`src/hdl/dfbs_pkg.sv`:
```
`timescale 1ns / 1ps

package dfbs_pkg;

  localparam int DEF_FRAME_DEPTH  = 2048;
  localparam int DEF_SAMPLE_WIDTH = 16;

  localparam int CFG_W       = 12;
  localparam int QUEUE_DEPTH = 4;
  localparam int QCNT_W      = $clog2(QUEUE_DEPTH + 1);

  localparam logic [CFG_W-1:0] FRAME_LEN_RESET = 12'd1024;
  localparam logic [CFG_W-1:0] PREAMBLE_RESET  = 12'd144;

  // register select is paddr[2]
  localparam logic REG_FRAME_LEN = 1'b0;
  localparam logic REG_PREAMBLE  = 1'b1;

  localparam logic [1:0] KIND_IDLE    = 2'd0;
  localparam logic [1:0] KIND_PRIMARY = 2'd1;
  localparam logic [1:0] KIND_HYBRID  = 2'd2;

  typedef enum logic [1:0] {
    OP_PRI_WRITE = 2'd0,
    OP_SEC_WRITE = 2'd1,
    OP_SLOT      = 2'd2,
    OP_NONE      = 2'd3
  } op_t;

  typedef enum logic [1:0] {
    MODE_IDLE    = 2'd0,
    MODE_PRIMARY = 2'd1,
    MODE_HYBRID  = 2'd2
  } mode_t;

  // result control carried from front to back
  typedef struct packed {
    logic       accepted;
    logic       out_valid;
    logic [1:0] kind;
    logic       last;
    logic       rd;
    logic       add;
  } cmd_t;

endpackage

```
`src/hdl/dfbs_queue.sv`:
```
`timescale 1ns / 1ps

module dfbs_queue #(
  parameter int WIDTH = 64
) (
  input  logic                        clk,
  input  logic                        rst,
  input  logic                        push,
  input  logic [WIDTH-1:0]            push_word,
  input  logic                        pop,
  output logic                        head_valid,
  output logic [WIDTH-1:0]            head_word,
  output logic [dfbs_pkg::QCNT_W-1:0] count
);

  localparam int PTR_W = $clog2(dfbs_pkg::QUEUE_DEPTH);

  logic [WIDTH-1:0] slots [dfbs_pkg::QUEUE_DEPTH];
  logic [PTR_W-1:0] wr_ptr, rd_ptr;

  assign head_valid = (count != '0);
  assign head_word  = slots[rd_ptr];

  always_ff @(posedge clk) begin
    if (rst) begin
      wr_ptr <= '0;
      rd_ptr <= '0;
      count  <= '0;
    end else begin
      if (push) begin
        wr_ptr <= wr_ptr + PTR_W'(1);
      end
      if (pop) begin
        rd_ptr <= rd_ptr + PTR_W'(1);
      end
      if (push && !pop) begin
        count <= count + dfbs_pkg::QCNT_W'(1);
      end else if (pop && !push) begin
        count <= count - dfbs_pkg::QCNT_W'(1);
      end
    end
  end

  always_ff @(posedge clk) begin
    if (push) begin
      slots[wr_ptr] <= push_word;
    end
  end

endmodule

```
`config.mk`:
```
export PLATFORM = sky130hd
export DESIGN_NAME = dfbs_queue
export DESIGN_NICKNAME = d
export VERILOG_FILES = /design/src/hdl/dfbs_pkg.sv /design/src/hdl/dfbs_queue.sv
export SDC_FILE = /design/constraint.sdc
export NUM_CORES = 1
export LEC_CHECK = 0
export ABC_CLOCK_PERIOD_IN_PS = 5400
export BUFFER_PORTS_ARGS = -buffer_cell sky130_fd_sc_hd__buf_2
export CAP_MARGIN = 20
export CORE_MARGIN = 2
export CORE_UTILIZATION = 61
export CTS_CLUSTER_DIAMETER = 80
export DETAILED_ROUTE_END_ITERATION = 7
export GPL_TIMING_DRIVEN = 0
export PLACE_DENSITY = 0.82
export SETUP_SLACK_MARGIN = 0.2
export SLEW_MARGIN = 10
export SYNTH_ARGS = -nofsm -noshare
export SYNTH_HDL_FRONTEND = slang
export SYNTH_SLANG_ARGS = --single-unit
```
`constraint.sdc`:
```
create_clock -name clk -period 5.4 [get_ports clk]
set_input_delay 1.08 -clock clk [delete_from_list [all_inputs] [get_ports clk]]
set_output_delay 1.08 -clock clk [all_outputs]
set_load 0.02 [all_outputs]
```
======== After elaboration in Yosys (flattened, before gate mapping) ========
Memory sizes are Yosys's and may differ from the RTL's. A register that Yosys moved wholly into a read port is not among the register bits.
Cells that the tools add are included.
storage, ports and cells
  bits in writable memories ............... 256
  bits in registers ....................... 7
  bits of input ports ..................... 68
  word-level logic and storage cells ...... 20
  output and inout port bits .............. 68
  memories ................................ 1
memory list
  name   depth  width  rd ports  clocked after memory_dff  write ports  line              source
  slots  4      64     1         1                         1            dfbs_queue.sv:18  logic [WIDTH-1:0] slots [dfbs_pkg::QUEUE_DEPTH];
cells by class
  muxes and demuxes ....................... 6
  add/subtract/negate cells ............... 4
  reductions and logical operators ........ 6
operators by type and width
  kind                   count
  $mux W3                2
  $add A2 B1 Y2 const B  2
  $mux W2                2
  $add A3 B1 Y3 const B  1
  $reduce_bool A3 Y1     1
  $sub A3 B1 Y3 const B  1
  $logic_and A1 B1 Y1    2
  $logic_not A1 Y1       2
  $mux W1                2
  $reduce_bool A2 Y1     1

======== Longest topological paths before layout ========
  depth in word-level cells ............... 4
  gate-level depth with buffers ........... 7
  depth with buffers taken out ............ 7

======== Worst setup path after synthesis ========
Ideal clock, no wire load.
  kind .................................... input to register
  from .................................... input push
  to ...................................... memory slots[0][0] (enable)
  data arrival time ....................... 2587 ps
  cell stages on the path ................. 1
  library setup time ...................... 429 ps
  path slack .............................. 2385 ps
  data required time ...................... 4971 ps
  path buffers ............................ 0
  cell sequence ........................... and2_1
on the way
  word-level cells in the longest chain between the ends .. 2
ends and longest elaborated chain
  element                        line              source
  from (decl)                    dfbs_queue.sv:8   input logic push,
  $mux W1                        dfbs_queue.sv:45  if (push) begin
  $mux W1 (not written as such)  dfbs_queue.sv:46  slots[wr_ptr] <= push_word;
  to (decl)                      dfbs_queue.sv:18
Every way passes these cells.

==> summary.txt <==
Pwr
  – Flop pwr share: 0.528
  – Lkg Pwr: 3.962 nW
  – Clock power frac: 0.358
  – Switching share of power: 0.2191
  – Switching power: 0.9911 mW
  – VDD IR max: 0.2824 mV
  – Total power: 4.524 mW
  – Pwr dens: 391.7 mW/mm2
  – Internal power: 3.533 mW
  – Logic pwr share: 0.114

Detailed routing
  – Antenna Nets Post-Route: 0
  – Wire per inst: 20.86 um
  – Number of remaining DRC errors: 0
  – Final wirelength: 16,170 um
  – Number of DRC markers in iteration 0: 259
  – Vias per inst: 5.639
  – DR vias: 4,370
  – Drt pass-1 iters: 4

Setup path
  – Worst R2R Start: wr_ptr[0]
  – CP max-delay cell: mux4_2
  – Crit path capture: head_word[14]
  – Max incr delay on CP: 0.36 ns
  – Worst Reg-to-Reg Cells: 4
  – Crit path kind: flip-flop to output port
  – WP data arrival: 1.95 ns
  – WP data required: 4.32 ns
  – Critical R2R Capture: slots[2][18]
  – R2r setup slk: 3.68 ns
  – Critical path endpoint category: output port
  – Startpoint Class: flip-flop
  – CP cell instances: clkbuf_2 > buf_2 > mux4_2 > buf_2
  – Crit path max fanout: 10
  – Most frequent CP cell: buf_2

Timing
  – Fmax: 330.4 MHz
  – Final setup violation count: 0
  – Setup TNS: 0 ns
  – Final Hold Fails: 0
  – Final max-slew violation count: 0
  – Crit path time final: 3.027 ns
  – Slew @ Worst Pin: 0.4812 ns
  – Final worst setup slack: 2.373 ns
  – Unrepaired setup endpoints after global routing: no
  – WHS: 0.5400 ns
  – Tcrit/Tclk final: 0.5605
  – Post-Route Skew: 0.007901 ns
  – Slew headroom: 0.6792

GRT
  – Met1 usage: 0.2521
  – Vias in the first global route: 4,675
  – First-pass GRT wire length: 24,710 um
  – Initial antenna violation count: 1
  – GR peak layer: met2
  – Total GRT Usage: 0.1961
  – Met3 usage: 0.05084
  – Grt met2 use: 0.3385
  – Gr ovfl total: 0
  – Largest net degree at the start of global routing: 44

Die
  – Core Rows: 46
  – Die Width: 130.3 um
  – I/O pin total: 136
  – Die area: 0.01698 mm2
  – Core area: 0.01571 mm2
  – Die Y: 130.3 um
  – Starting density of the core: 0.6194

Hold path
  – HP Class: flip-flop to flip-flop
  – Min-Delay Path Depth: 2

Clocking
  – Clock latency on the worst-skew pair: 0.50 ns
  – TritonCTS clock tree: built
  – Total CTS buffers: 25
  – Clk sink count: 265
  – Clk slew on worst S/H paths: 0.06 ns
  – CTS root buffer: clkbuf_16
  – CTS-repair resized insts: 0
  – Post-CTS setup repair buffer count: 0
  – Hold Buf Count CTS: 0
  – Clk buf depth: 3
  – H-tree depth: 1

Logic synthesis
  – Cell Area, Synth: 0.009733 mm2
  – Asr flop ratio synth: 0
  – Predominant post-synthesis flop cell: edfxtp_1
  – Avg Inst Size Synth: 25.82 um2
  – Yosys reg bits: 265
  – Count of cell types in the netlist: 21
  – Top cells by count, synth: edfxtp_1 (256), mux4_2 (60), dfxtp_1 (9)
  – EDFF count, synth: 256
  – Synth top area share: 0.7898
  – Count leader, synth: edfxtp_1
  – Cells after synthesis: 377
  – Leading area contributor after synthesis: edfxtp_1
  – Ys Warns: 0
  – Net Count, Synth: 451
  – Synth area leaders: edfxtp_1 (79%), mux4_2 (14%), dfxtp_1 (1.9%)
  – Seq/Total Area, Yosys: 0.8083

Job
  – Max_cap viols: 0

Place
  – Pre-CTS setup slack: 2.759 ns
  – Post-DP HPWL: 9999 um
  – Placer Congestion: 0.7402
  – Buffers on Ports: 134

Finish
  – Area of the multi-input gates: 0.001690 mm2
  – Fin nets: 616
  – Layout cells sized above 1: 0.4462
  – Register area: 0.007868 mm2
  – Fillers: 891
  – Area growth syn-to-layout: 18.65%
  – Final core utilization: 0.7350

Status
  – Status: complete, no violations
==> worst min-delay path by stage <==
stage	from	end	slack (ns)
CTS	rd_ptr[1]	rd_ptr[1]	0.54
floorplan	rd_ptr[1]	flip-flop	0.48
global route	count[2]	count[2]	0.60
finish	rd_ptr[1]	rd_ptr[1]	0.54
global placement	count[2]	count[2]	0.48
detailed placement	rd_ptr[1]	rd_ptr[1]	0.52
==> power by group through the flow <==
stage / Combinational (mW) / Clock [mW] / Sequential [mW]
after floorplan: 0.337 / 0 / 2.43
final: 0.517 / 1.62 / 2.39
after CTS: 0.528 / 1.66 / 2.39
after global placement: 0.501 / 0 / 2.43
after detailed placement: 0.524 / 0 / 2.43
after global routing: 0.557 / 1.73 / 2.39
==> area by class of cell <==
class / count / area share
Sequential cell: 265 / 0.6813
Clock inverter: 7 / 0.005200
Antenna cell: 1 / 0.0002167
Inverter: 4 / 0.001300
Clock buffer: 36 / 0.06121
Timing Repair Buffer: 138 / 0.06631
Tap cell: 216 / 0.02340
Multi-Input combinational cell: 93 / 0.1464
Buffer: 15 / 0.01473
==> worst max-delay path, delay by kind of cell, from the launching register on <==
family,cells,cell delay [ns]
buffers and inverters,3,0.77
multiplexers,1,0.36
flip-flops,1,0.30
==> metal layers <==
layer  vias up  share of wire
met5         -        0.00080
li1       1935              -
met1      2257           0.39
met4         2          0.016
met2       151           0.52
met3        25          0.073
==> through the flow <==
stage / cell area (um2) / cells
floorplan: 9733 / 377
global placement: 10670 / 727
detailed placement: 10780 / 731
CTS: 11550 / 774
global route: 11550 / 774
finish: 11550 / 775
==> cell usage in the layout, fill, tap and decap left out <==
| cell type | synthesis | final |
|---|---|---|
| edfxtp_1 | 256 | 256 |
| buf_2 | 6 | 140 |
| mux4_2 | 60 | 60 |
| clkbuf_16 | 0 | 25 |
| dfxtp_1 | 9 | 9 |
| buf_12 | 6 | 8 |
| clkbuf_1 | 1 | 8 |
| nor2_1 | 7 | 7 |
| ha_1 | 5 | 5 |
| inv_1 | 4 | 4 |
| and2_4 | 0 | 4 |
| mux4_1 | 4 | 4 |
| clkbuf_8 | 0 | 4 |
| xor2_1 | 3 | 3 |
| clkinv_1 | 0 | 3 |
| or3_1 | 2 | 2 |
| xnor2_1 | 2 | 2 |
| mux2i_1 | 2 | 2 |
| clkinv_2 | 0 | 2 |
| buf_16 | 0 | 2 |
| diode_2 | 0 | 1 |
| buf_6 | 1 | 1 |
| clkbuf_2 | 1 | 1 |
| nand2_1 | 1 | 1 |
| o21ai_0 | 1 | 1 |
| a21oi_1 | 1 | 1 |
| fa_1 | 1 | 1 |
| inv_6 | 0 | 1 |
| bufinv_16 | 0 | 1 |
==> flip-flops by register name, indices dropped and copies added, names as in the netlist, named ones only <==
signal  cells
slots     256
count       3
wr_ptr      2
rd_ptr      2
==> kinds of logic (layout without fill, tap and decap cells) <==
| kind of cell | Yosys count | count (layout) | share of synthesized area |
|---|---|---|---|
| xor gates and xnor gates | 5 | 5 | 0.004500 |
| muxes | 66 | 66 | 0.1517 |
| DFF | 265 | 265 | 0.8083 |
| other | 0 | 1 | 0 |
| and+or+nand+nor | 14 | 14 | 0.006941 |
| adders and majority gates | 6 | 6 | 0.008484 |
| AOI/OAI and AO/OA | 2 | 2 | 0.001027 |
| buffers and inverters | 19 | 200 | 0.01902 |
No activity file was read; power rests on OpenSTA's default activity.
