<file path="config.mk">
export PLATFORM = sky130hd
export DESIGN_NAME = dfbs_back
export DESIGN_NICKNAME = d
export VERILOG_FILES = /design/src/hdl/dfbs_pkg.sv /design/src/hdl/dfbs_back.sv
export SDC_FILE = /design/constraint.sdc
export NUM_CORES = 1
export LEC_CHECK = 0
export BUFFER_PORTS_ARGS = -buffer_cell sky130_fd_sc_hd__buf_2
export CAP_MARGIN = 30
export CELL_PAD_IN_SITES_DETAIL_PLACEMENT = 0
export CELL_PAD_IN_SITES_GLOBAL_PLACEMENT = 1
export CORE_UTILIZATION = 40
export DETAILED_ROUTE_END_ITERATION = 16
export HOLD_SLACK_MARGIN = 0.05
export PLACE_DENSITY_LB_ADDON = 0.1
export SYNTH_ARGS = -nofsm -noshare
export SYNTH_HDL_FRONTEND = slang
export SYNTH_SLANG_ARGS = --single-unit
</file>
<file path="constraint.sdc">
create_clock -name clk -period 17.7 [get_ports clk]
set_clock_uncertainty 0.15 [all_clocks]
set_input_delay 4.425 -clock clk [delete_from_list [all_inputs] [get_ports clk]]
set_output_delay 4.425 -clock clk [all_outputs]
set_load 0.03 [all_outputs]
</file>
<file path="src/hdl/dfbs_pkg.sv">
`timescale 1ns / 1ps

package dfbs_pkg;

  localparam int DEF_FRAME_DEPTH  = 2048;
  localparam int DEF_SAMPLE_WIDTH = 16;

  localparam int CFG_W       = 12;
  localparam int QUEUE_DEPTH = 4;
  localparam int QCNT_W      = $clog2(QUEUE_DEPTH + 1);

  localparam logic [CFG_W-1:0] FRAME_LEN_RESET = 12'd1024;
  localparam logic [CFG_W-1:0] PREAMBLE_RESET  = 12'd144;

  // register select is paddr[2]
  localparam logic REG_FRAME_LEN = 1'b0;
  localparam logic REG_PREAMBLE  = 1'b1;

  localparam logic [1:0] KIND_IDLE    = 2'd0;
  localparam logic [1:0] KIND_PRIMARY = 2'd1;
  localparam logic [1:0] KIND_HYBRID  = 2'd2;

  typedef enum logic [1:0] {
    OP_PRI_WRITE = 2'd0,
    OP_SEC_WRITE = 2'd1,
    OP_SLOT      = 2'd2,
    OP_NONE      = 2'd3
  } op_t;

  typedef enum logic [1:0] {
    MODE_IDLE    = 2'd0,
    MODE_PRIMARY = 2'd1,
    MODE_HYBRID  = 2'd2
  } mode_t;

  // result control carried from front to back
  typedef struct packed {
    logic       accepted;
    logic       out_valid;
    logic [1:0] kind;
    logic       last;
    logic       rd;
    logic       add;
  } cmd_t;

endpackage

</file>
<file path="src/hdl/dfbs_back.sv">
`timescale 1ns / 1ps

module dfbs_back #(
  parameter int SAMPLE_WIDTH = dfbs_pkg::DEF_SAMPLE_WIDTH,
  parameter int TDATA_W      = 32
) (
  input  logic                      clk,
  input  logic                      rst,
  input  logic                      head_valid,
  input  dfbs_pkg::cmd_t            head_cmd,
  input  logic [4*SAMPLE_WIDTH-1:0] head_data,
  output logic                      pop,
  output logic                      m_tvalid,
  input  logic                      m_tready,
  output logic [TDATA_W-1:0]        m_tdata,
  output logic [3:0]                m_tuser,
  output logic                      m_tlast
);

  localparam int SW = SAMPLE_WIDTH;

  logic [SW-1:0] pri_re, pri_im, sec_re, sec_im;
  logic [SW-1:0] sum_re, sum_im, res_re, res_im;

  function automatic logic [SW-1:0] sat_add(input logic [SW-1:0] a, input logic [SW-1:0] b);
    logic [SW:0] s;
    s = {a[SW-1], a} + {b[SW-1], b};
    if (s[SW] != s[SW-1]) begin
      sat_add = s[SW] ? {1'b1, {(SW-1){1'b0}}} : {1'b0, {(SW-1){1'b1}}};
    end else begin
      sat_add = s[SW-1:0];
    end
  endfunction

  assign pri_re = head_data[SW-1:0];
  assign pri_im = head_data[2*SW-1:SW];
  assign sec_re = head_data[3*SW-1:2*SW];
  assign sec_im = head_data[4*SW-1:3*SW];

  assign sum_re = sat_add(pri_re, sec_re);
  assign sum_im = sat_add(pri_im, sec_im);
  assign res_re = head_cmd.add ? sum_re : pri_re;
  assign res_im = head_cmd.add ? sum_im : pri_im;

  // advance whenever the output register is empty or being drained
  assign pop = head_valid && (!m_tvalid || m_tready);

  always_ff @(posedge clk) begin
    if (rst) begin
      m_tvalid <= 1'b0;
    end else if (pop) begin
      m_tvalid <= 1'b1;
    end else if (m_tready) begin
      m_tvalid <= 1'b0;
    end
  end

  always_ff @(posedge clk) begin
    if (pop) begin
      m_tdata <= TDATA_W'({res_im, res_re});
      m_tuser <= {head_cmd.kind, head_cmd.out_valid, head_cmd.accepted};
      m_tlast <= head_cmd.last;
    end
  end

endmodule

</file>
Word-level counts from Yosys, hierarchy flattened
Cells that the tools add are included.
{ "op_classes": {"muxes": 8, "reduce_logical": 4, "n_addsub": 2, "bitwise": 0, "shift": 0, "eq_ne": 2, "n_div": 0, "n_mul": 0, "n_lt_le_gt_ge": 0} }
{ "op_table": {"columns": ["op", "n"], "rows": [
  ["$mux 16", 6],
  ["$add 16x16->17", 2],
  ["$mux 1", 2],
  ["$ne 1x1->1", 2],
  ["$reduce_bool 2->1", 1],
  ["$logic_and 1x1->1", 1],
  ["$logic_not 1->1", 1],
  ["$logic_or 1x1->1", 1]
]} }
{ "totals": {"wordCells": 20, "input_bits": 75, "ff_bits": 38, "ram_bits": 0, "latchBits": 0, "output_inout_bits": 39, "rom_bits": 0, "mem_count": 0} }

Longest topological paths before layout
Gate-level depths: netlist of run 1.
{ "depth": {"word_depth": 4, "depth_mapped": 12, "depth_no_buf": 11} }

Least setup slack after synthesis of run 1
OpenSTA, ideal clock, no wires.
{ "synth_timing": {"path_kind": "input to output", "start": "input m_tready", "end": "output pop", "arrival_ps": 7820, "t_required_ps": 13125, "slack_ps": 5305, "stages": 2, "n_path_buf": 0, "path_cell_list": "inv_1 a21boi_0"} }
{ "synth_via": {"elab_chain_cells": 2} }
{ "synth_lines": {"columns": ["element", "line_no", "text"], "rows": [
  ["start: declaration", "dfbs_back.sv:14", "input logic m_tready,"],
  ["$logic_or 1x1->1", "dfbs_back.sv:46", "assign pop = head_valid && (!m_tvalid || m_tready);"],
  ["$logic_and 1x1->1", "dfbs_back.sv:46", null],
  ["end: declaration", "dfbs_back.sv:12", "output logic pop,"]
]} }
No other way between the ends.

Final worst setup path of run 1
Ends and elaborated chain as after synthesis.

==> summary.txt, run 1 <==
CTS
  – Setup bufs post-CTS: 0
  – CTS tree: yes
  – Clk_lat worst skew: 0.28 ns
  – Num CTS Buffers: 5
  – # hold bufs at CTS: 0
  – Clock sink count: 38
  – Root Buffer: clkbuf_8
  – Clock slew at reported path FFs: approximately 0.08 ns
  – # resized after CTS: 0
  – CTS max path bufs: 2
  – H-tree depth: 2

Synth
  – Async set or reset register ratio after synthesis: 0%
  – Number of synthesized flops with an enable pin: 37
  – Yosys cell types: 57
  – Post-synthesis sequential area ratio: 35.0%
  – Flops & latches, synth: 38
  – Post-Syn Area per Cell: 9.37 um^2
  – Yosys warnings: 0
  – Top FF cell, synth: edfxtp_1
  – Mapped Cells: 345
  – Post-synthesis net count: 454
  – Netlist Area Pre-Place: 3230 um^2

Cells and area
  – Most common library cell in the layout ignoring fill and taps: buf_2
  – Cell Count, Final, Fillers Out: 561
  – Share of cells above drive strength 1: 31.6%
  – Area delta synth->final: 25.5%
  – Inserted Diodes: 0
  – Commonest non-fill, non-tap cells in the layout: buf_2 (112), nor2_1 (41), inv_1 (38)
  – Nets: between 500 and 600

Place
  – IO buf count: approximately 110
  – DP Wirelength: 6010 um
  – RePlAce Congestion: 0.875
  – # placed instances: about 550
  – Pre-CTS WS: 7.62 ns

Global routing
  – Initial antenna violation count: 0
  – Number of global-route vias before repair: 2668
  – Grt total ovfl: 0
  – First-pass GRT wire length: 12800 um
  – GRT Total Usage: 18.9%
  – Largest net degree at the start of global routing: 44

STA
  – Slew @ Worst Pin: 0.847 ns
  – RSZ-0062 raised after global routing: no
  – Tcrit/Tclk final: a little under three fifths
  – Fin crit period: 10.04 ns
  – Final hold slack: ~0.41 ns
  – Slew margin rel.: 43.5%
  – Peak Freq: 0.0996 GHz
  – Final setup fails: 0
  – Final Slew Violations: 0
  – Setup TNS: 0 ns
  – Slack of the critical path: 7.66 ns
  – Hold Violations, Final: 0

Detailed routing
  – Vias: 2900
  – First-pass DRT Iterations: 4
  – Routed wire length: between 8000 and 9000 um
  – DRC violations left: 0
  – Final ANT Viol Nets: 0
  – Initial detailed-routing violation count: 85
  – Post-DR wirelength/cell: 14.3 um
  – Via density: just over 5

Outcome
  – Status: finished, final reports clean

Power and ir drop
  – Max VDD drop: approximately 0.035 mV
  – Leakage: between 1.5 and 2 nW
  – Power Density: 82.7 nW/um^2

Die
  – Die height: slightly above 90 um
  – I/O pin cnt: 114
  – Row cnt: 32
  – DIE AREA: 8450 um^2
  – DIE WIDTH: around 92 um
  – Placeable Area: 7770 um^2
  – Initial Util: 41.6%

Critical path
  – Crit Path Max Fanout: 38
  – WP data required: between 10 and 15 ns
  – Critical path arrival: 5.47 ns
  – Startpoint types: input port
  – Worst Setup End Kind: primary output
  – Critical path class: in -> out

Run
  – Max-Cap Viols: 0

Hold path
  – Worst hold path class: reg -> reg
-- state kept, by name (all words and copies together), names as in the netlist --
register  count
m_tdata      32
m_tuser       4
m_tlast       1
m_tvalid      1
-- cell type report --
type / instances / area [um^2]
clock buffers: 6 / 82.6
clock inverters: 2 / 60.1
fillers: 759 / 3710
inverters: 38 / 143
multi-input cells: 260 / 1930
flip-flops and latches: 38 / 1130
well taps: 102 / 128
repair buffers: 115 / 583
-- final timing paths --
check            from         end  slack, ns  depth (start not counted)
max reg2reg  m_tvalid  m_tdata[3]      16.27                          2
max          m_tready         pop       7.66                          5
min          m_tvalid    m_tvalid       0.41                          2
min reg2reg  m_tvalid    m_tvalid       0.41                          2
-- power by group --
part	internal [mW]	switching, mW
sequential	0.111	0.00201
clock	0.0602	0.0352
combinational	0.0515	0.0758
-- cells by family (layout without fill, tap and decap cells) --
family                     after synthesis  after routing  synth area share, %
AOI/OAI and AO/OA                      121            121                 26.6
and+or+nand+nor                         73             73                 9.75
buffers and inverters                   47            161                 5.65
DFF                                     38             38                 35.0
adders and majority gates               36             36                 14.3
xor gates and xnor gates                23             23                 6.23
muxes                                    7              7                 2.51
-- Yosys cell counts (5+ instances only) --
master	instances	area, um^2
nor2_1	41	154
inv_1	38	143
edfxtp_1	37	1110
ha_1	32	400
a21oi_1	28	140
o22ai_1	24	150
xnor2_1	19	166
o21ai_0	14	70.1
a21o_1	13	97.6
nand2_1	10	37.5
nor3_1	10	50.1
o21a_1	8	60.1
clkbuf_1	5	18.8
mux2_2	5	56.3
-- metal layers --
| layer | global-route usage, % | routed length, um | vias up |
|---|---|---|---|
| met5 | 0 | 0 | - |
| met3 | 3.98 | 562 | 4 |
| met4 | 4.30 | 44 | 0 |
| met2 | 28.2 | 3360 | 90 |
| li1 | - | - | 1506 |
| met1 | 27.9 | 4040 | 1300 |
-- stage by stage --
step           power, mW  instance area [um^2]  utilization (%)
2_1_floorplan      0.210                  3230                -
5_1_grt            0.355                  4060             52.3
4_1_cts            0.338                  4060             52.3
3_3_place_gp       0.241                  3920             50.4
6_report           0.336                  4060             52.3
3_5_place_dp       0.242                  3920             50.4
-- worst max-delay path, stage by stage --
cell and delay (ns):
buf_2 0.07, inv_1 0.06, a21boi_4 0.14, buf_4 0.46, buf_2 0.30
(Power assumes the default switching activity.)
==> inputs of run 2 (changes only) <==
- CORE_UTILIZATION: 40 -> 34
- clock period: 17.7 -> 8.5 ns (I/O delays scaled with it)
==> run 2 against run 1 <==
Against the previous run:
- hold slack improved by 0.018 ns
- final area unchanged
- final cell count increased by 4.8%
- sequential power increased by 110%
- sequential cell count unchanged
==> summary.txt, run 2 (same netlist as run 1, synthesis figures left out) <==
Outcome
  – Status: finished, final reports clean

Critical path
  – Worst Setup End Kind: primary output
  – Crit Path Max Fanout: 38
  – Buf/Inv on CP: 4
  – Critical path class: in -> out
  – Register-to-Register Path Depth: 2
  – Slowest cell on crit path: buf_4
  – Worst path cell trace: buf_2 -> inv_1 -> a21boi_4 -> buf_4 -> buf_2
  – Crit path largest cell delay: 0.45 ns
  – Startpoint types: input port
  – Critical path arrival: approximately 3.2 ns
  – Reg2reg setup slack: 7.03 ns
  – WP data required: slightly above 6 ns
  – Top Family by Delay on Critical Path: buffers and inverters
  – Most frequent CP cell: buf_2
  – Reg2reg end: m_tdata[6]
  – FF-to-FF Start: m_tvalid

Run
  – Max-Cap Viols: 0

Cells and area
  – Final Util: 43.9%
  – Fill cells: 936
  – Largest register FFs: 32
  – Inserted Diodes: 0
  – Commonest non-fill, non-tap cells in the layout: buf_2 (112), nor2_1 (41), inv_1 (38)
  – Multi-input gate area: 1930 um^2
  – Largest register by flop count: m_tdata
  – Largest regs: m_tdata (32), m_tuser (4)
  – Reg area: 1130 um^2
  – Area delta synth->final: 25.5%
  – Most common library cell in the layout ignoring fill and taps: buf_2
  – Nets: 567
  – Share of cells above drive strength 1: 31.6%

Global routing
  – First-pass GRT wire length: 13400 um
  – Initial antenna violation count: 0
  – Largest net degree at the start of global routing: 44
  – Number of global-route vias before repair: roughly 2800
  – Grt total ovfl: 0
  – GRT Total Usage: ~17%

Place
  – DP Wirelength: between 6000 and 7000 um
  – RePlAce Congestion: roughly 0.79
  – IO buf count: roughly 110

Detailed routing
  – Final ANT Viol Nets: 0
  – Initial detailed-routing violation count: 84
  – Routed wire length: 8280 um
  – Via density: 4.91
  – DRC violations left: 0
  – Vias: 2888
  – Post-DR wirelength/cell: between 10 and 15 um
  – First-pass DRT Iterations: 4

STA
  – Fin crit period: 5.47 ns
  – Final Slew Violations: 0
  – Peak Freq: around 0.18 GHz
  – Final setup fails: 0
  – Tcrit/Tclk final: roughly 64%
  – Slew margin rel.: 38.4%
  – RSZ-0062 raised after global routing: no
  – Setup TNS: 0 ns
  – Slew @ Worst Pin: 0.914 ns
  – Hold Violations, Final: 0

Power and ir drop
  – Max VDD drop: roughly 0.070 mV
  – Power Density: 163 nW/um^2
  – Leakage: 1.87 nW

CTS
  – # resized after CTS: 0
  – # hold bufs at CTS: 0
  – H-tree depth: 2
  – CTS tree: yes
  – Clock slew at reported path FFs: 0.08 ns
  – Clk_lat worst skew: 0.29 ns
  – Clock sink count: 38
  – Setup bufs post-CTS: 0
  – CTS max path bufs: 2
  – Num CTS Buffers: 5
  – Root Buffer: clkbuf_8

Die
  – Row cnt: 35
  – Placeable Area: 9240 um^2
  – I/O pin cnt: roughly 110
  – Initial Util: 35.0%
  – Die height: ~100 um
  – DIE WIDTH: 99.5 um
  – DIE AREA: just under 10000 um^2

Hold path
  – Hold path startpoint: m_tvalid
  – WHS Path Cells: 2
  – Worst hold path class: reg -> reg
  – WHS Endpoint: m_tvalid
==> run 2: cell count changes in the layout (fill, tap and decap cells not counted) <==
cell / before / now
clkbuf_8: 6 / 5
bufinv_16: 2 / 1
clkinv_2: 0 / 2
==> run 2: worst max-delay path by stage <==
stage	from	cells after the start	to
floorplan	m_tready	2	pop
global placement	m_tready	5	pop
finish	m_tready	5	pop
detailed placement	m_tready	5	pop
CTS	m_tready	5	pop
global route	m_tready	5	pop
==> run 2: metrics by stage <==
step                      hold WS (ns)  cells  area (um^2)  total power, mW  worst slack [ns]
final                            0.425    588         4060            0.662              3.03
after CTS                        0.436    588         4060            0.673              3.01
after detailed placement         0.425    580         3950            0.507              3.00
after global routing             0.469    588         4060            0.705              2.94
after global placement           0.390    580         3950            0.505              3.02
after floorplan                  0.487    345         3230            0.437             0.705
==> run 2: power breakdown <==
| group | internal, mW | switching [mW] |
|---|---|---|
| sequential | 0.231 | 0.00404 |
| combinational | 0.107 | 0.159 |
| clock | 0.0866 | 0.0739 |
==> run 2: routing by layer <==
metal  up-vias  wire, um  global-route usage (%)
met4         0        38                    3.73
met1      1308      4070                    22.7
met3         2       382                    3.16
met2        73      3790                    28.4
met5         -         0                       0
li1       1505         -                       -
==> run 2: layout make-up <==
cell class	count	area share, %
multi-input cells	260	47.6
inverters	38	3.51
well taps	129	3.98
clock buffers	5	1.70
repair buffers	115	14.4
clock inverters	3	0.986
flip-flops and latches	38	27.9
==> run 2: worst min-delay path: cells and delay by family, from the launching register on <==
family             cells  cell delay [ns]
AOI/OAI and AO/OA      1             0.14
and+or+nand+nor        1             0.05
DFF                    1             0.35
==> inputs of run 3 (changes only) <==
- CORE_UTILIZATION: 34 -> 38
- clock period: 8.5 -> 5.4 ns (I/O delays scaled with it)
==> run 3 against run 2 <==
Against the previous run:
- critical path depth is 7 higher
- hold slack got worse by 0.017 ns
- register-to-register slack got worse by 3.2 ns
- routed wire length decreased by 3.6%
- total power increased by 52%
- largest cell class unchanged
- setup slack got worse by 1.9 ns
- sequential power increased by 57%
- utilization up 5.1 points
- largest power group unchanged
==> summary.txt, run 3 (same netlist as run 1, synthesis figures left out) <==
Outcome
  – Status: finished, final reports clean

Critical path
  – Crit path largest cell delay: between 0.4 and 0.5 ns
  – Buf/Inv on CP: 2
  – Reg2reg setup slack: about 3.8 ns
  – Crit Path Max Fanout: 13
  – Register-to-Register Path Depth: 2
  – Startpoint types: input port
  – Slowest cell on crit path: nand2_1
  – Worst path cell trace: buf_2 -> ha_1 -> inv_1 -> fa_1 -> and2b_1 -> o2111ai_2 -> a31oi_1 -> o41a_4 -> a2111oi_4 -> mux2i_1 -> nand2_1 -> o22ai_1
  – FF-to-FF Start: m_tvalid
  – Top Family by Delay on Critical Path: compound AO/OA/AOI/OAI gates
  – WP data required: 5.27 ns
  – Critical path arrival: 4.15 ns
  – Worst Setup End Kind: flop
  – Reg2reg end: m_tdata[15]
  – Critical path class: in -> reg

Detailed routing
  – Routed wire length: about 8000 um
  – Vias: 2944
  – DRC violations left: 0
  – First-pass DRT Iterations: 4
  – Final ANT Viol Nets: 0
  – Initial detailed-routing violation count: 64
  – Via density: 5.20
  – Post-DR wirelength/cell: 14.1 um

CTS
  – Setup bufs post-CTS: 0
  – Clk_lat worst skew: 0.29 ns
  – H-tree depth: 2
  – Root Buffer: clkbuf_8
  – Clock sink count: 38
  – # resized after CTS: 0
  – CTS max path bufs: 2
  – Num CTS Buffers: 5
  – # hold bufs at CTS: 0
  – Clock slew at reported path FFs: 0.08 ns
  – CTS tree: yes

STA
  – Slew margin rel.: 47.9%
  – Final setup fails: 0
  – RSZ-0062 raised after global routing: no
  – Setup TNS: 0 ns
  – Final hold slack: approximately 0.41 ns
  – Fin crit period: around 4.3 ns
  – Tcrit/Tclk final: 79.3%
  – Slew @ Worst Pin: 0.773 ns
  – Peak Freq: 0.233 GHz
  – Final Slew Violations: 0
  – Hold Violations, Final: 0

Hold path
  – Worst hold path class: reg -> reg
  – Hold path startpoint: m_tvalid
  – WHS Endpoint: m_tvalid
  – WHS Path Cells: 2

Cells and area
  – Cell Count, Final, Fillers Out: about 570
  – Share of cells above drive strength 1: 31.7%
  – Largest register FFs: 32
  – Inserted Diodes: 0
  – Multi-input gate area: 1930 um^2
  – Fill cells: a little over 800
  – Reg area: ~1100 um^2
  – Final Util: 49.0%
  – Commonest non-fill, non-tap cells in the layout: buf_2 (112), nor2_1 (41), inv_1 (38)
  – Area delta synth->final: 24.5%
  – Largest register by flop count: m_tdata
  – Largest regs: m_tdata (32), m_tuser (4)
  – Most common library cell in the layout ignoring fill and taps: buf_2
  – Nets: 569

Place
  – RePlAce Congestion: 0.872
  – IO buf count: approximately 110
  – DP Wirelength: ~6000 um
  – # placed instances: 558

Global routing
  – Largest net degree at the start of global routing: 38
  – Number of global-route vias before repair: 2698
  – First-pass GRT wire length: 12800 um
  – GRT Total Usage: 18.5%
  – Grt total ovfl: 0
  – Initial antenna violation count: 0

Die
  – Die height: 94.3 um
  – DIE AREA: 8880 um^2
  – Placeable Area: 8220 um^2
  – Row cnt: 33
  – DIE WIDTH: between 90 and 100 um
  – Initial Util: 39.4%
  – I/O pin cnt: around 110

Power and ir drop
  – Leakage: 1.87 nW
  – Max VDD drop: ~0.11 mV
  – Power Density: 249 nW/um^2
  – PnR Total Power: 1.00 mW

Run
  – Max-Cap Viols: 0
==> run 3: cell count changes in the layout (fill, tap and decap cells not counted), sizes merged <==
cell / before / now
bufinv: 1 / 0
clkinv: 2 / 1
buf: 115 / 117
clkbuf: 5 / 7
==> run 3: worst min-delay path, stage by stage (launching register included) <==
cell     delay, ns
dfxtp_1       0.35
a21oi_1       0.13
nor2_1        0.04
==> run 3: how the worst max path moves through the flow <==
stage | from | to | cells after the start
2_1_floorplan | m_tready | pop | 2
3_3_place_gp | head_data[16] | m_tdata[22] | 12
3_5_place_dp | head_data[16] | m_tdata[22] | 12
4_1_cts | head_data[16] | m_tdata[25] | 12
5_1_grt | head_data[16] | m_tdata[18] | 12
6_report | head_data[16] | m_tdata[27] | 12
==> run 3: final cells by class <==
| class | instances | area share (%) |
|---|---|---|
| Clock buffer | 7 | 2.14 |
| Clock inverter | 1 | 0.124 |
| Inverter | 38 | 3.54 |
| Multi-Input combinational cell | 260 | 48.0 |
| Sequential cell | 38 | 28.1 |
| Tap cell | 105 | 3.26 |
| Timing Repair Buffer | 117 | 14.9 |
==> run 3: layer usage <==
metal | up-vias | part of all wire, % | track usage, %
li1 | 1514 | - | -
met1 | 1323 | 49 | 26.0
met2 | 95 | 42 | 28.1
met3 | 12 | 7.2 | 4.13
met4 | 0 | 1.6 | 5.51
met5 | - | 0 | 0
==> run 3: metrics by stage <==
stage | worst slack, ns | instance area, um^2
6_report | 1.12 | 4030
5_1_grt | 0.910 | 4030
4_1_cts | 1.11 | 4030
3_5_place_dp | 0.817 | 3940
3_3_place_gp | 0.867 | 3940
2_1_floorplan | 0.306 | 3230
==> run 3: power breakdown <==
group          internal, mW  total, mW  switching [mW]
Combinational         0.170      0.419           0.249
Clock                 0.103      0.215           0.111
Sequential            0.363      0.370         0.00619
Total                 0.637       1.00           0.366
